File: src/rtl/core/hrsp_pkg.sv
// Package for the HTTP request stream parser: item and state types, phase and
// token codes, delimiter bytes and the match text tables.
// No dependencies.
package hrsp_pkg;

	// headers recorded at most
	localparam int unsigned HEADER_LIMIT = 32;

	// field widths
	localparam int unsigned LEN_W   = 31;
	localparam int unsigned TOTAL_W = 6;
	localparam int unsigned SLOT_W  = 5;
	localparam int unsigned POS_W   = 4;

	localparam logic [LEN_W-1:0] LEN_MAX = {LEN_W{1'b1}};
	localparam logic [POS_W-1:0] KEY_LEN = POS_W'(14);
	localparam logic [POS_W-1:0] VER_LEN = POS_W'(8);
	localparam logic [POS_W-1:0] POS_MAX = {POS_W{1'b1}};

	// value reader sub-states kept in the match position
	localparam logic [POS_W-1:0] VAL_LEAD   = POS_W'(0);
	localparam logic [POS_W-1:0] VAL_DIGITS = POS_W'(1);
	localparam logic [POS_W-1:0] VAL_STOP   = POS_W'(2);

	// delimiter and special bytes
	localparam logic [7:0] CH_SP    = 8'h20;
	localparam logic [7:0] CH_CR    = 8'h0D;
	localparam logic [7:0] CH_LF    = 8'h0A;
	localparam logic [7:0] CH_COLON = 8'h3A;
	localparam logic [7:0] CH_PLUS  = 8'h2B;
	localparam logic [7:0] CH_MINUS = 8'h2D;
	localparam logic [7:0] CH_TAB   = 8'h09;
	localparam logic [7:0] CH_0     = 8'h30;
	localparam logic [7:0] CH_9     = 8'h39;

	typedef enum logic [3:0] {
		PH_METHOD     = 4'd0,
		PH_URI        = 4'd1,
		PH_VERSION    = 4'd2,
		PH_VERSION_LF = 4'd3,
		PH_KEY        = 4'd4,
		PH_KEY_SP     = 4'd5,
		PH_VALUE      = 4'd6,
		PH_VALUE_LF   = 4'd7,
		PH_END_LF     = 4'd8,
		PH_BODY       = 4'd9,
		PH_ERROR      = 4'd10
	} phase_t;

	// token kind codes
	localparam logic [2:0] TK_METHOD  = 3'd0;
	localparam logic [2:0] TK_URI     = 3'd1;
	localparam logic [2:0] TK_VERSION = 3'd2;
	localparam logic [2:0] TK_KEY     = 3'd3;
	localparam logic [2:0] TK_VALUE   = 3'd4;
	localparam logic [2:0] TK_DELIM   = 3'd5;
	localparam logic [2:0] TK_BODY    = 3'd6;
	localparam logic [2:0] TK_IGNORED = 3'd7;

	// parse status codes
	localparam logic [1:0] ST_INCOMPLETE = 2'd0;
	localparam logic [1:0] ST_COMPLETE   = 2'd1;
	localparam logic [1:0] ST_MALFORMED  = 2'd2;

	typedef struct packed {
		logic [7:0] data_byte;
		logic       end_of_data;
	} in_item_t;

	typedef struct packed {
		logic [2:0]         token_kind;
		logic [SLOT_W-1:0]  header_slot;
		logic [1:0]         parse_status;
		logic [LEN_W-1:0]   body_length;
		logic [TOTAL_W-1:0] header_total;
		logic               final_flag;
	} out_item_t;

	typedef struct packed {
		phase_t             phase;
		logic [POS_W-1:0]   match_position;
		logic               key_still_matches;
		logic [LEN_W-1:0]   length_accumulator;
		logic               length_found;
		logic [TOTAL_W-1:0] headers_seen;
		logic [LEN_W-1:0]   body_remaining;
		logic               malformed_seen;
	} parse_state_t;

	localparam parse_state_t STATE_RESET = '{
		phase:              PH_METHOD,
		match_position:     '0,
		key_still_matches:  1'b1,
		length_accumulator: '0,
		length_found:       1'b0,
		headers_seen:       '0,
		body_remaining:     '0,
		malformed_seen:     1'b0
	};

	// "Content-Length", one character per position
	function automatic logic [7:0] key_char(input logic [POS_W-1:0] pos);
		logic [7:0] c;
		case (pos)
			4'd0:    c = 8'h43; // C
			4'd1:    c = 8'h6F; // o
			4'd2:    c = 8'h6E; // n
			4'd3:    c = 8'h74; // t
			4'd4:    c = 8'h65; // e
			4'd5:    c = 8'h6E; // n
			4'd6:    c = 8'h74; // t
			4'd7:    c = 8'h2D; // -
			4'd8:    c = 8'h4C; // L
			4'd9:    c = 8'h65; // e
			4'd10:   c = 8'h6E; // n
			4'd11:   c = 8'h67; // g
			4'd12:   c = 8'h74; // t
			4'd13:   c = 8'h68; // h
			default: c = 8'h00;
		endcase
		return c;
	endfunction

	// "HTTP/1.1", one character per position
	function automatic logic [7:0] ver_char(input logic [POS_W-1:0] pos);
		logic [7:0] c;
		case (pos)
			4'd0:    c = 8'h48; // H
			4'd1:    c = 8'h54; // T
			4'd2:    c = 8'h54; // T
			4'd3:    c = 8'h50; // P
			4'd4:    c = 8'h2F; // /
			4'd5:    c = 8'h31; // 1
			4'd6:    c = 8'h2E; // .
			4'd7:    c = 8'h31; // 1
			default: c = 8'h00;
		endcase
		return c;
	endfunction

endpackage

File: src/rtl/core/http_request_stream_parser.sv
// HTTP request stream parser top level: input register, parser state,
// result register and the valid/ready handshakes.
// Depends on hrsp_pkg and hrsp_step.
//
// Usage: request bytes enter on the byte channel (byte_valid, byte_ready,
// byte_item), one byte per item, with end_of_data set on the last byte of a
// request. Every byte yields exactly one result item on the tag channel
// (tag_valid, tag_ready, tag_item): the token kind, header slot, running
// status, Content-Length value and header count as of that byte.
// A byte is captured in the input register and the parse step then writes the
// result register, which drives tag_valid. Throughput is one byte per cycle
// while results are taken; the per-byte phase machine updates its state in a
// single step, so a byte can follow in every cycle that the result moves on.
// Reset (arst_n low) clears both pipeline valids and puts the parser in the
// method phase with no headers and no length. A result with end_of_data set
// is final and the parser returns to that same state for the next request.
// When tag_ready is low the result register holds and the input register
// fills; byte_ready then drops until the result is taken. Nothing is dropped.
module http_request_stream_parser (
	input  logic               clk,
	input  logic               arst_n,
	input  logic               byte_valid,
	output logic               byte_ready,
	input  hrsp_pkg::in_item_t byte_item,
	output logic               tag_valid,
	input  logic               tag_ready,
	output hrsp_pkg::out_item_t tag_item
);
	import hrsp_pkg::*;

	logic         valid_s1;
	in_item_t     item_s1;
	parse_state_t st_q;
	parse_state_t st_next;
	out_item_t    result;
	logic         res_valid_q;
	out_item_t    res_q;
	logic         advance;

	// result register frees when empty or taken
	assign advance    = !res_valid_q || tag_ready;
	assign byte_ready = !valid_s1 || advance;
	assign tag_valid  = res_valid_q;
	assign tag_item   = res_q;

	// input register
	always_ff @(posedge clk or negedge arst_n) begin
		if (!arst_n) begin
			valid_s1 <= 1'b0;
		end else if (byte_ready) begin
			valid_s1 <= byte_valid;
		end
	end

	always_ff @(posedge clk) begin
		if (byte_ready && byte_valid)
			item_s1 <= byte_item;
	end

	// parse step
	hrsp_step u_step (
		.st      (st_q),
		.item    (item_s1),
		.st_next (st_next),
		.result  (result)
	);

	// parser state and result valid
	always_ff @(posedge clk or negedge arst_n) begin
		if (!arst_n) begin
			st_q        <= STATE_RESET;
			res_valid_q <= 1'b0;
		end else if (advance) begin
			res_valid_q <= valid_s1;
			if (valid_s1)
				st_q <= st_next;
		end
	end

	always_ff @(posedge clk) begin
		if (advance && valid_s1)
			res_q <= result;
	end

	// malformed results carry only ignored tokens
	a_malformed_ignored: assert property (@(posedge clk) disable iff (!arst_n)
		res_valid_q && res_q.parse_status == ST_MALFORMED |-> res_q.token_kind == TK_IGNORED)
		else $error("malformed status with a non-ignored token");

	// header slot only on key and value bytes
	a_slot_kind: assert property (@(posedge clk) disable iff (!arst_n)
		res_valid_q && res_q.header_slot != '0 |->
			res_q.token_kind == TK_KEY || res_q.token_kind == TK_VALUE)
		else $error("header slot set outside key or value");

	// header count never passes the limit
	a_header_limit: assert property (@(posedge clk) disable iff (!arst_n)
		st_q.headers_seen <= TOTAL_W'(HEADER_LIMIT))
		else $error("header count above limit");

	// end of data returns the parser to its start state
	a_eod_reset: assert property (@(posedge clk) disable iff (!arst_n)
		advance && valid_s1 && item_s1.end_of_data |=>
			st_q.phase == PH_METHOD && !st_q.malformed_seen && st_q.headers_seen == '0)
		else $error("parser not reset after end of data");

	// state moves only when a byte is parsed
	a_state_hold: assert property (@(posedge clk) disable iff (!arst_n)
		!(advance && valid_s1) |=> $stable(st_q))
		else $error("parser state changed without a byte");

endmodule

File: src/rtl/core/hrsp_step.sv
// Per-byte parse step: from the current parser state and one received byte,
// the next state and the tagged result item.
// Depends on hrsp_pkg.
module hrsp_step (
	input  hrsp_pkg::parse_state_t st,
	input  hrsp_pkg::in_item_t     item,
	output hrsp_pkg::parse_state_t st_next,
	output hrsp_pkg::out_item_t    result
);
	import hrsp_pkg::*;

	logic [7:0]         b;
	logic               crlf;
	logic               in_limit;
	logic [SLOT_W-1:0]  cur_slot;
	logic [POS_W-1:0]   pos_inc;
	logic               key_miss;
	logic               ver_miss;
	logic               take;
	logic               is_space;
	logic               is_digit;
	logic [LEN_W+3:0]   acc_next;
	logic [2:0]         kind;
	logic [SLOT_W-1:0]  slot;
	logic               fail;
	parse_state_t       nx;

	// byte classes and shared match helpers
	always_comb begin
		b        = item.data_byte;
		crlf     = (b == CH_CR) || (b == CH_LF);
		in_limit = st.headers_seen < TOTAL_W'(HEADER_LIMIT);
		cur_slot = (st.headers_seen > TOTAL_W'(31)) ? SLOT_W'(31) : st.headers_seen[SLOT_W-1:0];
		pos_inc  = (st.match_position == POS_MAX) ? POS_MAX : st.match_position + POS_W'(1);
		key_miss = (st.match_position >= KEY_LEN) || (b != key_char(st.match_position));
		ver_miss = (st.match_position >= VER_LEN) || (b != ver_char(st.match_position));
		take     = st.key_still_matches && (st.match_position == KEY_LEN) &&
			!st.length_found && in_limit;
		is_space = (b == CH_SP) || ((b >= CH_TAB) && (b <= CH_CR));
		is_digit = (b >= CH_0) && (b <= CH_9);
		// acc * 10 + digit as shift-add
		acc_next = {1'b0, st.length_accumulator, 3'b000} +
			{3'b000, st.length_accumulator, 1'b0} + (LEN_W+4)'(b - CH_0);
	end

	// phase machine
	always_comb begin
		nx   = st;
		kind = TK_IGNORED;
		slot = '0;
		fail = 1'b0;
		case (st.phase)
			PH_METHOD, PH_URI: begin
				if (b == CH_SP) begin
					kind = TK_DELIM;
					if (st.phase == PH_URI) begin
						nx.match_position    = '0;
						nx.key_still_matches = 1'b1;
						nx.phase             = PH_VERSION;
					end else begin
						nx.phase = PH_URI;
					end
				end else if (crlf) begin
					fail = 1'b1;
				end else begin
					kind = (st.phase == PH_METHOD) ? TK_METHOD : TK_URI;
				end
			end
			PH_VERSION: begin
				if (b == CH_CR) begin
					if (st.key_still_matches && st.match_position == VER_LEN) begin
						kind     = TK_DELIM;
						nx.phase = PH_VERSION_LF;
					end else begin
						fail = 1'b1;
					end
				end else if (b == CH_LF) begin
					fail = 1'b1;
				end else begin
					kind              = TK_VERSION;
					nx.match_position = pos_inc;
					if (ver_miss)
						nx.key_still_matches = 1'b0;
				end
			end
			PH_VERSION_LF: begin
				if (b == CH_LF) begin
					kind                 = TK_DELIM;
					nx.phase             = PH_KEY;
					nx.match_position    = '0;
					nx.key_still_matches = 1'b1;
				end else begin
					fail = 1'b1;
				end
			end
			PH_KEY: begin
				if (st.match_position == '0 && b == CH_CR) begin
					kind     = TK_DELIM;
					nx.phase = PH_END_LF;
				end else if (b == CH_COLON) begin
					kind = TK_DELIM;
					if (take) begin
						nx.length_found       = 1'b1;
						nx.length_accumulator = '0;
					end
					nx.key_still_matches = take;
					nx.match_position    = '0;
					nx.phase             = PH_KEY_SP;
				end else if (crlf) begin
					fail = 1'b1;
				end else begin
					if (in_limit) begin
						kind = TK_KEY;
						slot = cur_slot;
					end
					nx.match_position = pos_inc;
					if (key_miss)
						nx.key_still_matches = 1'b0;
				end
			end
			PH_KEY_SP: begin
				if (b == CH_SP) begin
					kind     = TK_DELIM;
					nx.phase = PH_VALUE;
				end else begin
					fail = 1'b1;
				end
			end
			PH_VALUE: begin
				if (b == CH_CR) begin
					kind     = TK_DELIM;
					nx.phase = PH_VALUE_LF;
				end else begin
					if (in_limit) begin
						kind = TK_VALUE;
						slot = cur_slot;
					end
					// decimal reader for the selected header
					if (st.key_still_matches) begin
						if (st.match_position == VAL_LEAD && is_space) begin
							nx.match_position = VAL_LEAD;
						end else if (st.match_position == VAL_LEAD && b == CH_PLUS) begin
							nx.match_position = VAL_DIGITS;
						end else if (st.match_position == VAL_LEAD && b == CH_MINUS) begin
							nx.match_position = VAL_STOP;
						end else if (st.match_position <= VAL_DIGITS && is_digit) begin
							nx.length_accumulator = (acc_next > (LEN_W+4)'(LEN_MAX)) ?
								LEN_MAX : acc_next[LEN_W-1:0];
							nx.match_position = VAL_DIGITS;
						end else begin
							nx.match_position = VAL_STOP;
						end
					end
				end
			end
			PH_VALUE_LF: begin
				if (b == CH_LF) begin
					kind = TK_DELIM;
					if (in_limit)
						nx.headers_seen = st.headers_seen + TOTAL_W'(1);
					nx.phase             = PH_KEY;
					nx.match_position    = '0;
					nx.key_still_matches = 1'b1;
				end else begin
					fail = 1'b1;
				end
			end
			PH_END_LF: begin
				if (b == CH_LF) begin
					kind              = TK_DELIM;
					nx.phase          = PH_BODY;
					nx.body_remaining = st.length_found ? st.length_accumulator : '0;
				end else begin
					fail = 1'b1;
				end
			end
			PH_BODY: begin
				if (st.body_remaining != '0) begin
					kind              = TK_BODY;
					nx.body_remaining = st.body_remaining - LEN_W'(1);
				end
			end
			default: begin
				kind = TK_IGNORED;
			end
		endcase

		if (fail) begin
			nx.malformed_seen = 1'b1;
			nx.phase          = PH_ERROR;
			kind              = TK_IGNORED;
			slot              = '0;
		end
	end

	// result fields from the updated state, then return to reset on end of data
	always_comb begin
		result.token_kind  = kind;
		result.header_slot = slot;
		if (nx.malformed_seen)
			result.parse_status = ST_MALFORMED;
		else if (nx.phase == PH_BODY && nx.body_remaining == '0)
			result.parse_status = ST_COMPLETE;
		else
			result.parse_status = ST_INCOMPLETE;
		result.body_length  = nx.length_found ? nx.length_accumulator : '0;
		result.header_total = nx.headers_seen;
		result.final_flag   = item.end_of_data;
		st_next = item.end_of_data ? STATE_RESET : nx;
	end

endmodule
File: config.mk
export PLATFORM = sky130hd
export DESIGN_NAME = http_request_stream_parser
export DESIGN_NICKNAME = d
export VERILOG_FILES = /design/src/rtl/core/hrsp_pkg.sv /design/src/rtl/core/http_request_stream_parser.sv /design/src/rtl/core/hrsp_step.sv
export SDC_FILE = /design/constraint.sdc
export NUM_CORES = 1
export LEC_CHECK = 0
export BUFFER_PORTS_ARGS = -buffer_cell sky130_fd_sc_hd__buf_2
export CELL_PAD_IN_SITES_DETAIL_PLACEMENT = 1
export CELL_PAD_IN_SITES_GLOBAL_PLACEMENT = 2
export CORE_MARGIN = 4
export CORE_UTILIZATION = 40
export CTS_BUF_LIST = sky130_fd_sc_hd__clkbuf_8
export CTS_CLUSTER_SIZE = 25
export DETAILED_ROUTE_END_ITERATION = 16
export PLACE_DENSITY_LB_ADDON = 0.1
export SETUP_SLACK_MARGIN = 0.1
export SYNTH_ARGS = -nofsm -noshare
export SYNTH_HDL_FRONTEND = slang
export SYNTH_SLANG_ARGS = --single-unit
File: constraint.sdc
create_clock -name clk -period 8.8 [get_ports clk]
set_input_delay 0.44 -clock clk [delete_from_list [all_inputs] [get_ports clk]]
set_output_delay 0.44 -clock clk [all_outputs]
set_load 0.02 [all_outputs]
==> results.json, run 1 <==
{
  "outcome": "complete, no violations",
  "grt_pass1_vias": 9782,
  "wl_per_cell_um": 24.2,
  "grt_setup_unrepaired": "false",
  "ys_ff_latch": 138,
  "crit_required_ns": 9.12,
  "finalNonFillerCells": 1505,
  "skew_ns": 0.0209,
  "synth_edf_count": 57,
  "core_area_um2": 25900,
  "drtAntennaViolNets": 0,
  "maxSlewViolCount": 0,
  "dp_cells": 1472,
  "cts_inserted_buffers": 17,
  "diodes": 0,
  "clk_path_buf_depth": 2,
  "start_util_pct": 40.5,
  "ys_types": 85,
  "fillers": 2992,
  "io_pins": 63,
  "path_class": "register to register",
  "r2r_start": "item_s1[5]",
  "postCtsSetupRepairBufs": 0,
  "synthFlopType": "dfrtp_1",
  "num_rows": 59,
  "hpwl_um": 26500,
  "hold_class": "primary input to register",
  "p_sw_share_pct": 36.1,
  "dieArea_um2": 28900,
  "via_per_inst": 6.26,
  "clkPwrFrac_pct": 31.6,
  "clk_latency_ns": 0.47,
  "seqPwrFrac_pct": 45.1,
  "drive_above_1_share_pct": 12.2,
  "async_flop_share_pct": 58.7,
  "power_density_nw_per_um2": 146,
  "grt_max_degree": 63,
  "detail_route.iter0.violations": 708,
  "cts_sinks": 138,
  "ir_worst_vdd_v": 0.000116,
  "intPower_mw": 1.07,
  "p_leak_nw": 5.06,
  "h-tree-depth": 4,
  "final-setup-viol-count": 0,
  "grt_pass1_wl_um": 58300,
  "synth_nets": 1214,
  "antenna_found_initial": 0,
  "drv_cap": 0,
  "report.final.hold_viol_count": 0,
  "synth.top_cells.by_count": "nand2_1 (106), o21ai_0 (84), a21oi_1 (83), dfrtp_1 (80), nor2_1 (68)",
  "clk_pin_slew_ns": 0.10,
  "synth_most_common_cell": "nand2_1",
  "final.setup.tns_ns": 0,
  "yosysSeqAreaShare_pct": 35.7,
  "start_kind": "register",
  "synthDominantCellAreaShare_pct": 19.1,
  "fin_nets": 1248,
  "netlist_area_um2": 10500,
  "synth.area.top_cells": "dfrtp_1 (19%), edfxtp_1 (16%), fa_1 (5.7%)",
  "synth_top_cell_by_area": "dfrtp_1",
  "register_area_um2": 3740,
  "place_congestion": 0.873,
  "num_vias": 9421,
  "overflow": 0,
  "finalCriticalPeriod_ns": 5.44,
  "fmax_ghz": 0.184,
  "drc": 0,
  "fp.dieW_um": 170,
  "drt-pass1-iter-count": 5,
  "path_max_fanout": 26,
  "hp-start": "byte_item[1]",
  "arrival_ns": 5.77,
  "die_h_um": 170,
  "fin_crit_sh_pct": 61.9,
  "root_buffer": "clkbuf_8",
  "syn_avg_cell_area_um2": 9.34,
  "place.port_buffers": 62,
  "critPathCaptureType": "register",
  "crit_path_start": "item_s1[5]",
  "net-switching-power_uw": 605,
  "multi_input_area_um2": 6400,
  "wl_um": 36500,
  "groute.usage.overall_pct": 25.7,
  "slew_headroom_pct": 34.5,
  "syn_to_final_growth_pct": 9.64,
  "cts_tree": "built",
  "yosysWarningCount": 0,
  "tightest_slew_ns": 0.982,
  "netlist_instances": 1123,
  "comb_power_share_pct": 23.2
}
==> through the flow <==
stage / utilization (%) / setup slack, ns / cell area, um^2 / total power [mW] / hold WS, ns
after floorplan: - / 1.93 / 10500 / 1.03 / 0.144
after global placement: 42.9 / 3.50 / 11100 / 1.15 / 0.473
after detailed placement: 42.9 / 3.38 / 11100 / 1.16 / 0.489
after CTS: 44.4 / 3.31 / 11500 / 1.69 / 0.116
after global routing: 44.4 / 3.03 / 11500 / 1.77 / 0.123
final: 44.4 / 3.36 / 11500 / 1.68 / 0.144
==> registers in the layout, summed over array words and instances, names as in the netlist <==
| register | flops |
|---|---|
| tag_valid | 1 |
| tag_item | 48 |
| valid_s1 | 1 |
| item_s1 | 9 |
| st_q | 79 |
==> final timing paths <==
path                                      to  slack (ns)  cells after the start
min in group asynchronous          tag_valid        0.52                      2
worst min-delay path              item_s1[1]        0.14                      1
max in group asynchronous           st_q[14]        7.23                      3
worst max-delay path            tag_item[15]        3.36                     14
worst min register to register     tag_valid        0.50                      1
worst max register to register  tag_item[15]        3.36                     14
==> layer usage <==
metal	track usage, %	part of all wire [%]
met1	34.3	44
met5	0	0
met4	6.42	1.8
met3	2.97	3.6
met2	44.7	50
==> final cells by class <==
| class | instances | share of cell area [%] |
|---|---|---|
| Multi-Input combinational cell | 891 | 55.7 |
| Sequential cell | 138 | 32.5 |
| Timing Repair Buffer | 81 | 3.98 |
| Tap cell | 335 | 3.64 |
| Clock buffer | 17 | 2.03 |
| Clock inverter | 15 | 1.23 |
| Inverter | 28 | 0.914 |
==> cells in the final DEF (no fill, tap or decap), types with 13 or more instances in the layout <==
cell type,n
a21o_1,15
a21oi_1,81
a221o_1,55
a22o_1,19
a31oi_1,14
and2_1,14
buf_2,61
buf_4,19
clkbuf_8,17
dfrtp_1,80
edfxtp_1,57
fa_1,30
ha_1,48
inv_1,28
nand2_1,106
nand2b_1,17
nand3_1,20
nand4_1,13
nor2_1,67
nor3_1,28
nor4_1,18
o211ai_1,13
o21ai_0,83
xnor2_1,24
xor2_1,18
==> worst max-delay path, stage by stage, from the launching register on <==
cell,delay (ns)
edfxtp_1,0.52
ha_1,0.35
nor3_2,0.14
buf_4,0.44
fa_1,0.52
ha_1,0.48
nand2_1,0.11
or3_1,0.43
a211o_1,0.29
a2111oi_0,0.58
nor3_1,0.14
o211a_1,0.29
a21oi_2,0.44
buf_4,0.35
a221o_1,0.17
==> power groups by stage <==
stage	sequential (mW)	clock [mW]	combinational [mW]
5_1_grt	0.762	0.574	0.432
3_3_place_gp	0.769	0	0.384
3_5_place_dp	0.768	0	0.390
4_1_cts	0.756	0.542	0.392
6_report	0.757	0.530	0.389
2_1_floorplan	0.765	0	0.268
==> cells by family after synthesis <==
| group | count (synthesis) | share of synthesized area [%] |
|---|---|---|
| compound gates | 394 | 26.5 |
| fa+ha+maj | 78 | 11.5 |
| simple gates | 367 | 18.4 |
| buf+inv | 94 | 3.48 |
| xor+xnor | 42 | 3.51 |
| flops | 138 | 35.7 |
| mux | 10 | 0.990 |
==> repair_timing <==
item                                   4_1_cts  5_1_grt
endpoints found under the hold margin       26        0
hold buffers                                 1        0
gates resized for setup                      0        0
Note: power is estimated with default switching activity, not from simulation.
==> run 2, diff against run 1 <==
- ABC_AREA: not set -> 1
- CORE_UTILIZATION: 40 -> 36
- clock period: 8.8 -> 5.3 ns (I/O delays scaled with it)
==> run 2 against run 1 <==
Area after synthesis up 17%. Maximum frequency up 26%. Sequential cell count unchanged. Total power rose to 3.2 times the previous value. First-iteration DRC count up 10%. Critical path depth up 5. Sequential power up 84%. Clock skew down 0.0039 ns. Synthesized cell count up 65%. Critical path type unchanged. Largest cell class unchanged. Largest power group is now combinational cells. Highest routed layer unchanged.
==> results.json, run 2 <==
{
  "crit_required_ns": 5.52,
  "dp_cells": 2328,
  "path_max_fanout": 26,
  "skew_ns": 0.0170,
  "worstPathCellList": "nor2_4 > inv_1 > nor2_2 > buf_4 > fa_1 > ha_1 > a21oi_1 > o21ai_0 > a21oi_1 > nand2_1 > nand2_1 > nand2_1 > nand2_1 > nand2_1 > nor2_2 > buf_4 > nand3_1 > nand2_1 > a21oi_1",
  "drive_above_1_share_pct": 8.48,
  "critPathMaxStageDelay_ns": 0.51,
  "slowest_stage": "fa_1",
  "arrival_ns": 4.55,
  "yosysWarningCount": 0,
  "synth_most_common_cell": "nand2_1",
  "place.port_buffers": 62,
  "syn_avg_cell_area_um2": 6.59,
  "synth_nets": 1945,
  "clk_pin_slew_ns": 0.09,
  "largest_reg_flops": 79,
  "synthFlopType": "dfrtp_1",
  "mostFrequentLayoutCells": "nand2_1 (593), nor2_1 (270), inv_1 (205), nand3_1 (109), a21oi_1 (103)",
  "drt-pass1-iter-count": 5,
  "root_buffer": "clkbuf_8",
  "place_congestion": 0.922,
  "critPathBufInv": 3,
  "finalCriticalPeriod_ns": 4.33,
  "synth_edf_count": 57,
  "fillers": 4436,
  "groute.usage.overall_pct": 26.3,
  "fin_nets": 2001,
  "dieArea_um2": 37000,
  "cts_sinks": 138,
  "wl_um": 47400,
  "finalNonFillerCells": 2371,
  "drv_cap": 0,
  "wl_per_cell_um": 20.0,
  "synth.area.top_cells": "nand2_1 (18%), dfrtp_1 (16%), edfxtp_1 (14%)",
  "antenna_found_initial": 0,
  "via_per_inst": 5.35,
  "ir_worst_vdd_v": 0.000569,
  "start_kind": "register",
  "grt_max_degree": 58,
  "h-tree-depth": 4,
  "hold_class": "primary input to register",
  "ys_types": 50,
  "netlist_instances": 1854,
  "diodes": 0,
  "rrSetupSlack_ns": 0.97,
  "clk_path_buf_depth": 2,
  "path_class": "register to register",
  "p_leak_nw": 6.73,
  "cts_inserted_buffers": 17,
  "io_pins": 63,
  "detail_route.iter0.violations": 779,
  "fp.dieW_um": 192,
  "critPathCaptureType": "register",
  "final-setup-viol-count": 0,
  "tightest_slew_ns": 1.15,
  "fin_crit_sh_pct": 81.7,
  "report.final.hold_viol_count": 0,
  "outcome": "complete, no violations",
  "synthDominantCellAreaShare_pct": 18.2,
  "totalPowerFinal_mw": 5.38,
  "grt_setup_unrepaired": "false",
  "core_area_um2": 33500,
  "grt_pass1_wl_um": 75500,
  "r2r_start": "item_s1[7]",
  "hpwl_um": 35700,
  "cpMostUsedCell": "nand2_1",
  "layout_commonest_cell": "nand2_1",
  "drc": 0,
  "cp_top_family": "simple AND/OR/NAND/NOR gates",
  "ys_ff_latch": 138,
  "drtAntennaViolNets": 0,
  "power_density_nw_per_um2": 400,
  "regMostFlops": "st_q",
  "hp-start": "tag_ready",
  "crit_path_start": "item_s1[7]",
  "whs_ns": 0.0377,
  "final.setup.tns_ns": 0,
  "async_flop_share_pct": 58.7,
  "start_util_pct": 36.5,
  "cts_tree": "built",
  "syn_to_final_growth_pct": 10.1,
  "num_vias": 12700,
  "place_ws_ns": 0.979,
  "overflow": 0,
  "slew_headroom_pct": 23.3,
  "grt_pass1_vias": 13200,
  "fmax_ghz": 0.231,
  "die_h_um": 192,
  "synth.top_cells.by_count": "nand2_1 (593), nor2_1 (273), inv_1 (201), nand3_1 (109), a21oi_1 (103)",
  "synth_top_cell_by_area": "nand2_1",
  "netlist_area_um2": 12200,
  "setup_ws_ns": 0.968,
  "maxSlewViolCount": 0,
  "num_rows": 67,
  "clk_latency_ns": 0.50,
  "yosysSeqAreaShare_pct": 30.6
}
-- run 2: metal layers --
metal / routed length (um) / vias up / part of all wire (%) / track usage (%)
met5: 0 / - / 0 / 0
met4: 761 / 0 / 1.6 / 5.62
met3: 1520 / 48 / 3.2 / 3.11
met2: 21800 / 226 / 46 / 42.9
met1: 23400 / 6275 / 49 / 37.8
li1: - / 6133 / - / -
-- run 2: final timing paths --
kind | endpoint | cells after the start
worst min-delay path | tag_valid | 4
worst max-delay path | tag_item[19] | 19
min in group asynchronous | st_q[33] | 2
max in group asynchronous | st_q[62] | 3
worst min register to register | st_q[70] | 2
worst max register to register | tag_item[19] | 19
-- run 2: cell families after synthesis --
family / synth area share (%)
compound gates: 11.8
xor+xnor: 1.79
fa+ha+maj: 9.82
buf+inv: 8.92
flops: 30.6
mux: 0.0819
simple gates: 37.0
-- run 2: layout make-up --
class	instances	area (um^2)	area share, %
well taps	448	561	4.17
inverters	217	818	6.08
clock buffers	18	248	1.84
multi-input cells	1448	7420	55.1
flip-flops and latches	138	3740	27.8
repair buffers	88	548	4.07
clock inverters	14	125	0.930
-- run 2: tightest hold or removal path, cell delays in order --
cell and delay (ns):
buf_2 0.07, inv_1 0.04, nand2_1 0.07, nand2_1 0.05
-- run 2: where the power goes --
part           internal, mW  leakage (nW)  switching, mW
Combinational         0.815          4.85           2.28
Sequential             1.26          1.68          0.129
Clock                 0.387         0.202          0.503
-- run 2: timing repair --
action	4_1_cts	5_1_grt
hold endpoints to repair	60	0
buffers inserted	0	0
hold buffers	11	0
gates resized for setup	0	0
-- run 2: metrics by stage --
stage                     cell area, um^2  utilization, %
after global placement              13000            38.7
after global routing                13500            40.1
after floorplan                     12200               -
final                               13500            40.1
after CTS                           13500            40.1
after detailed placement            13000            38.7
==> run 3, diff against run 2 <==
- CORE_UTILIZATION: 36 -> 33
- clock period: 5.3 -> 3.7 ns (I/O delays scaled with it)
==> run 3 against run 2 <==
Final area up 11%. Total power increased by 49%. Core utilization rose by 0.78 points. Routed wire length up 4.8%. Final cell count rose by 5.6%. Register-to-register slack worse by 0.91 ns. Clock-buffer cell count fell by 1. Clock power increased by 50%. Clock skew up 0.0043 ns. Sequential share of layout area fell by 2.8 points.
==> results.json, run 3 (synthesis results as in run 2) <==
{
  "place_area_um2": 14100,
  "h-tree-depth": 4,
  "fillers": 4673,
  "root_buffer": "clkbuf_8",
  "finalCriticalPeriod_ns": 3.64,
  "report.final.hold_viol_count": 0,
  "final-setup-viol-count": 0,
  "fmax_ghz": 0.275,
  "hpwl_um": 38300,
  "dp_cells": 2453,
  "core_area_um2": 36600,
  "clk_pin_slew_ns": 0.10,
  "diodes": 0,
  "cts_tree": "built",
  "drc": 0,
  "intPower_mw": 3.75,
  "path_max_fanout": 16,
  "p_sw_share_pct": 53.1,
  "grt_pass1_wl_um": 78300,
  "place_congestion": 0.893,
  "cpMostUsedCell": "nand2_1",
  "drtAntennaViolNets": 0,
  "arrival_ns": 3.86,
  "net-switching-power_mw": 4.25,
  "clk_latency_ns": 0.50,
  "grt_setup_unrepaired": "true",
  "wl_um": 49700,
  "fp.dieW_um": 200,
  "drive_above_1_share_pct": 18.1,
  "grt_max_degree": 63,
  "cts_sinks": 138,
  "maxSlewViolCount": 0,
  "detail_route.iter0.violations": 687,
  "clk_path_buf_depth": 2,
  "worstPathCellList": "nor2_4 > inv_2 > nor2_4 > buf_12 > buf_4 > fa_1 > ha_4 > nand2_1 > buf_4 > nor2_2 > inv_1 > nor3_2 > nand2_1 > nand3_1 > nand2_1 > nor2_4 > buf_12 > buf_12 > nand3_1 > nand2_1 > a21oi_1",
  "num_rows": 70,
  "place.port_buffers": 62,
  "io_pins": 63,
  "final.setup.tns_ns": 0,
  "dieArea_um2": 40200,
  "layout_commonest_cell": "nand2_1",
  "r2r_start": "item_s1[8]",
  "hold_class": "primary input to async pin",
  "groute.usage.overall_pct": 24.6,
  "syn_to_final_growth_pct": 22.5,
  "grt_pass1_vias": 13500,
  "start_util_pct": 33.4,
  "start_kind": "register",
  "largest_reg_flops": 79,
  "comb_power_share_pct": 58.4,
  "ir_worst_vdd_v": 0.000451,
  "power_density_nw_per_um2": 534,
  "cts_inserted_buffers": 17,
  "regMostFlops": "st_q",
  "slowest_stage": "fa_1",
  "rrSetupSlack_ns": 0.06,
  "outcome": "complete, no violations",
  "rr_worst_depth": 21,
  "die_h_um": 200,
  "seqPwrFrac_pct": 24.9,
  "critPathBufInv": 7,
  "skew_ns": 0.0213,
  "overflow": 0,
  "finalNonFillerCells": 2504,
  "fin_nets": 2114,
  "crit_required_ns": 3.92,
  "drt-pass1-iter-count": 5,
  "critPathMaxStageDelay_ns": 0.45,
  "tightest_slew_ns": 1.02,
  "antenna_found_initial": 0,
  "via_per_inst": 5.16,
  "num_vias": 12900,
  "path_class": "register to register",
  "fin_area_um2": 15000,
  "critPathCaptureType": "register",
  "fin_crit_sh_pct": 98.4,
  "rr_endpoint": "tag_item[32]",
  "slew_headroom_pct": 32.2,
  "clkPwrFrac_pct": 16.8,
  "drv_cap": 0,
  "mostFrequentLayoutCells": "nand2_1 (583), nor2_1 (257), inv_1 (200), buf_4 (118), nand3_1 (99)",
  "cp_top_family": "simple AND/OR/NAND/NOR gates",
  "p_leak_nw": 7.33,
  "wl_per_cell_um": 19.8
}
==> run 3: how the worst max path moves through the flow <==
| stage | from | endpoint | slack, ns | depth (start not counted) |
|---|---|---|---|---|
| final | item_s1[8] | tag_item[32] | 0.06 | 21 |
| after global placement | item_s1[5] | tag_item[24] | -0.05 | 19 |
| after global routing | item_s1[8] | tag_item[32] | -0.16 | 20 |
| after CTS | item_s1[8] | tag_item[32] | 0.01 | 21 |
| after detailed placement | item_s1[5] | tag_item[32] | -0.12 | 19 |
| after floorplan | item_s1[8] | tag_item[24] | 0.04 | 18 |
==> run 3: metal layers <==
metal	GRT usage [%]	wire length, um	vias to the layer above	share of wire, %
li1	-	-	6367	-
met1	34.8	24300	6358	49
met2	41.2	23300	158	47
met3	2.54	1300	37	2.6
met4	5.41	750	0	1.5
met5	0	0	-	0
==> run 3: through the flow <==
stage	power [mW]	setup slack, ns	utilization [%]	hold slack [ns]
after CTS	8.02	0.0137	40.5	0.366
after floorplan	5.02	0.0403	-	-0.111
after global placement	6.55	-0.0507	38.6	0.362
after detailed placement	6.63	-0.120	38.6	0.364
after global routing	8.62	-0.159	40.9	0.390
final	8.00	0.0601	40.9	0.389
==> run 3: final cells by class <==
type	instances	area, um^2	area share (%)
Tap cell	468	586	3.91
Multi-Input combinational cell	1448	7940	53.0
Inverter	217	826	5.51
Clock inverter	15	151	1.01
Timing Repair Buffer	201	1500	10.0
Sequential cell	138	3740	25.0
Clock buffer	17	234	1.56
==> run 3: worst register-to-register path, stage by stage (launching register included) <==
cell      delay (ns)
edfxtp_1        0.44
nor2_4          0.14
inv_2           0.06
nor2_4          0.12
buf_12          0.16
buf_4           0.16
fa_1            0.45
ha_4            0.33
nand2_1         0.10
buf_4           0.15
nor2_2          0.10
inv_1           0.09
nor3_2          0.18
nand2_1         0.09
nand3_1         0.07
nand2_1         0.08
nor2_4          0.10
buf_12          0.15
buf_12          0.13
nand3_1         0.11
nand2_1         0.10
a21oi_1         0.06
==> run 3: repair_timing <==
action / in CTS / in global routing
hold buffers: 13 / 0
resized for setup: 30 / 40
setup endpoints to repair: 62 / 62
buffers inserted: 4 / 2
pin swaps: 2 / 3
endpoints found under the hold margin: 72 / 0
==> run 3: power groups by stage <==
stage	clock network (mW)	logic [mW]	registers, mW
5_1_grt	1.43	5.18	2.01
3_3_place_gp	0	4.54	2.02
4_1_cts	1.37	4.66	1.99
3_5_place_dp	0	4.61	2.02
2_1_floorplan	0	2.97	2.04
6_report	1.34	4.67	1.99
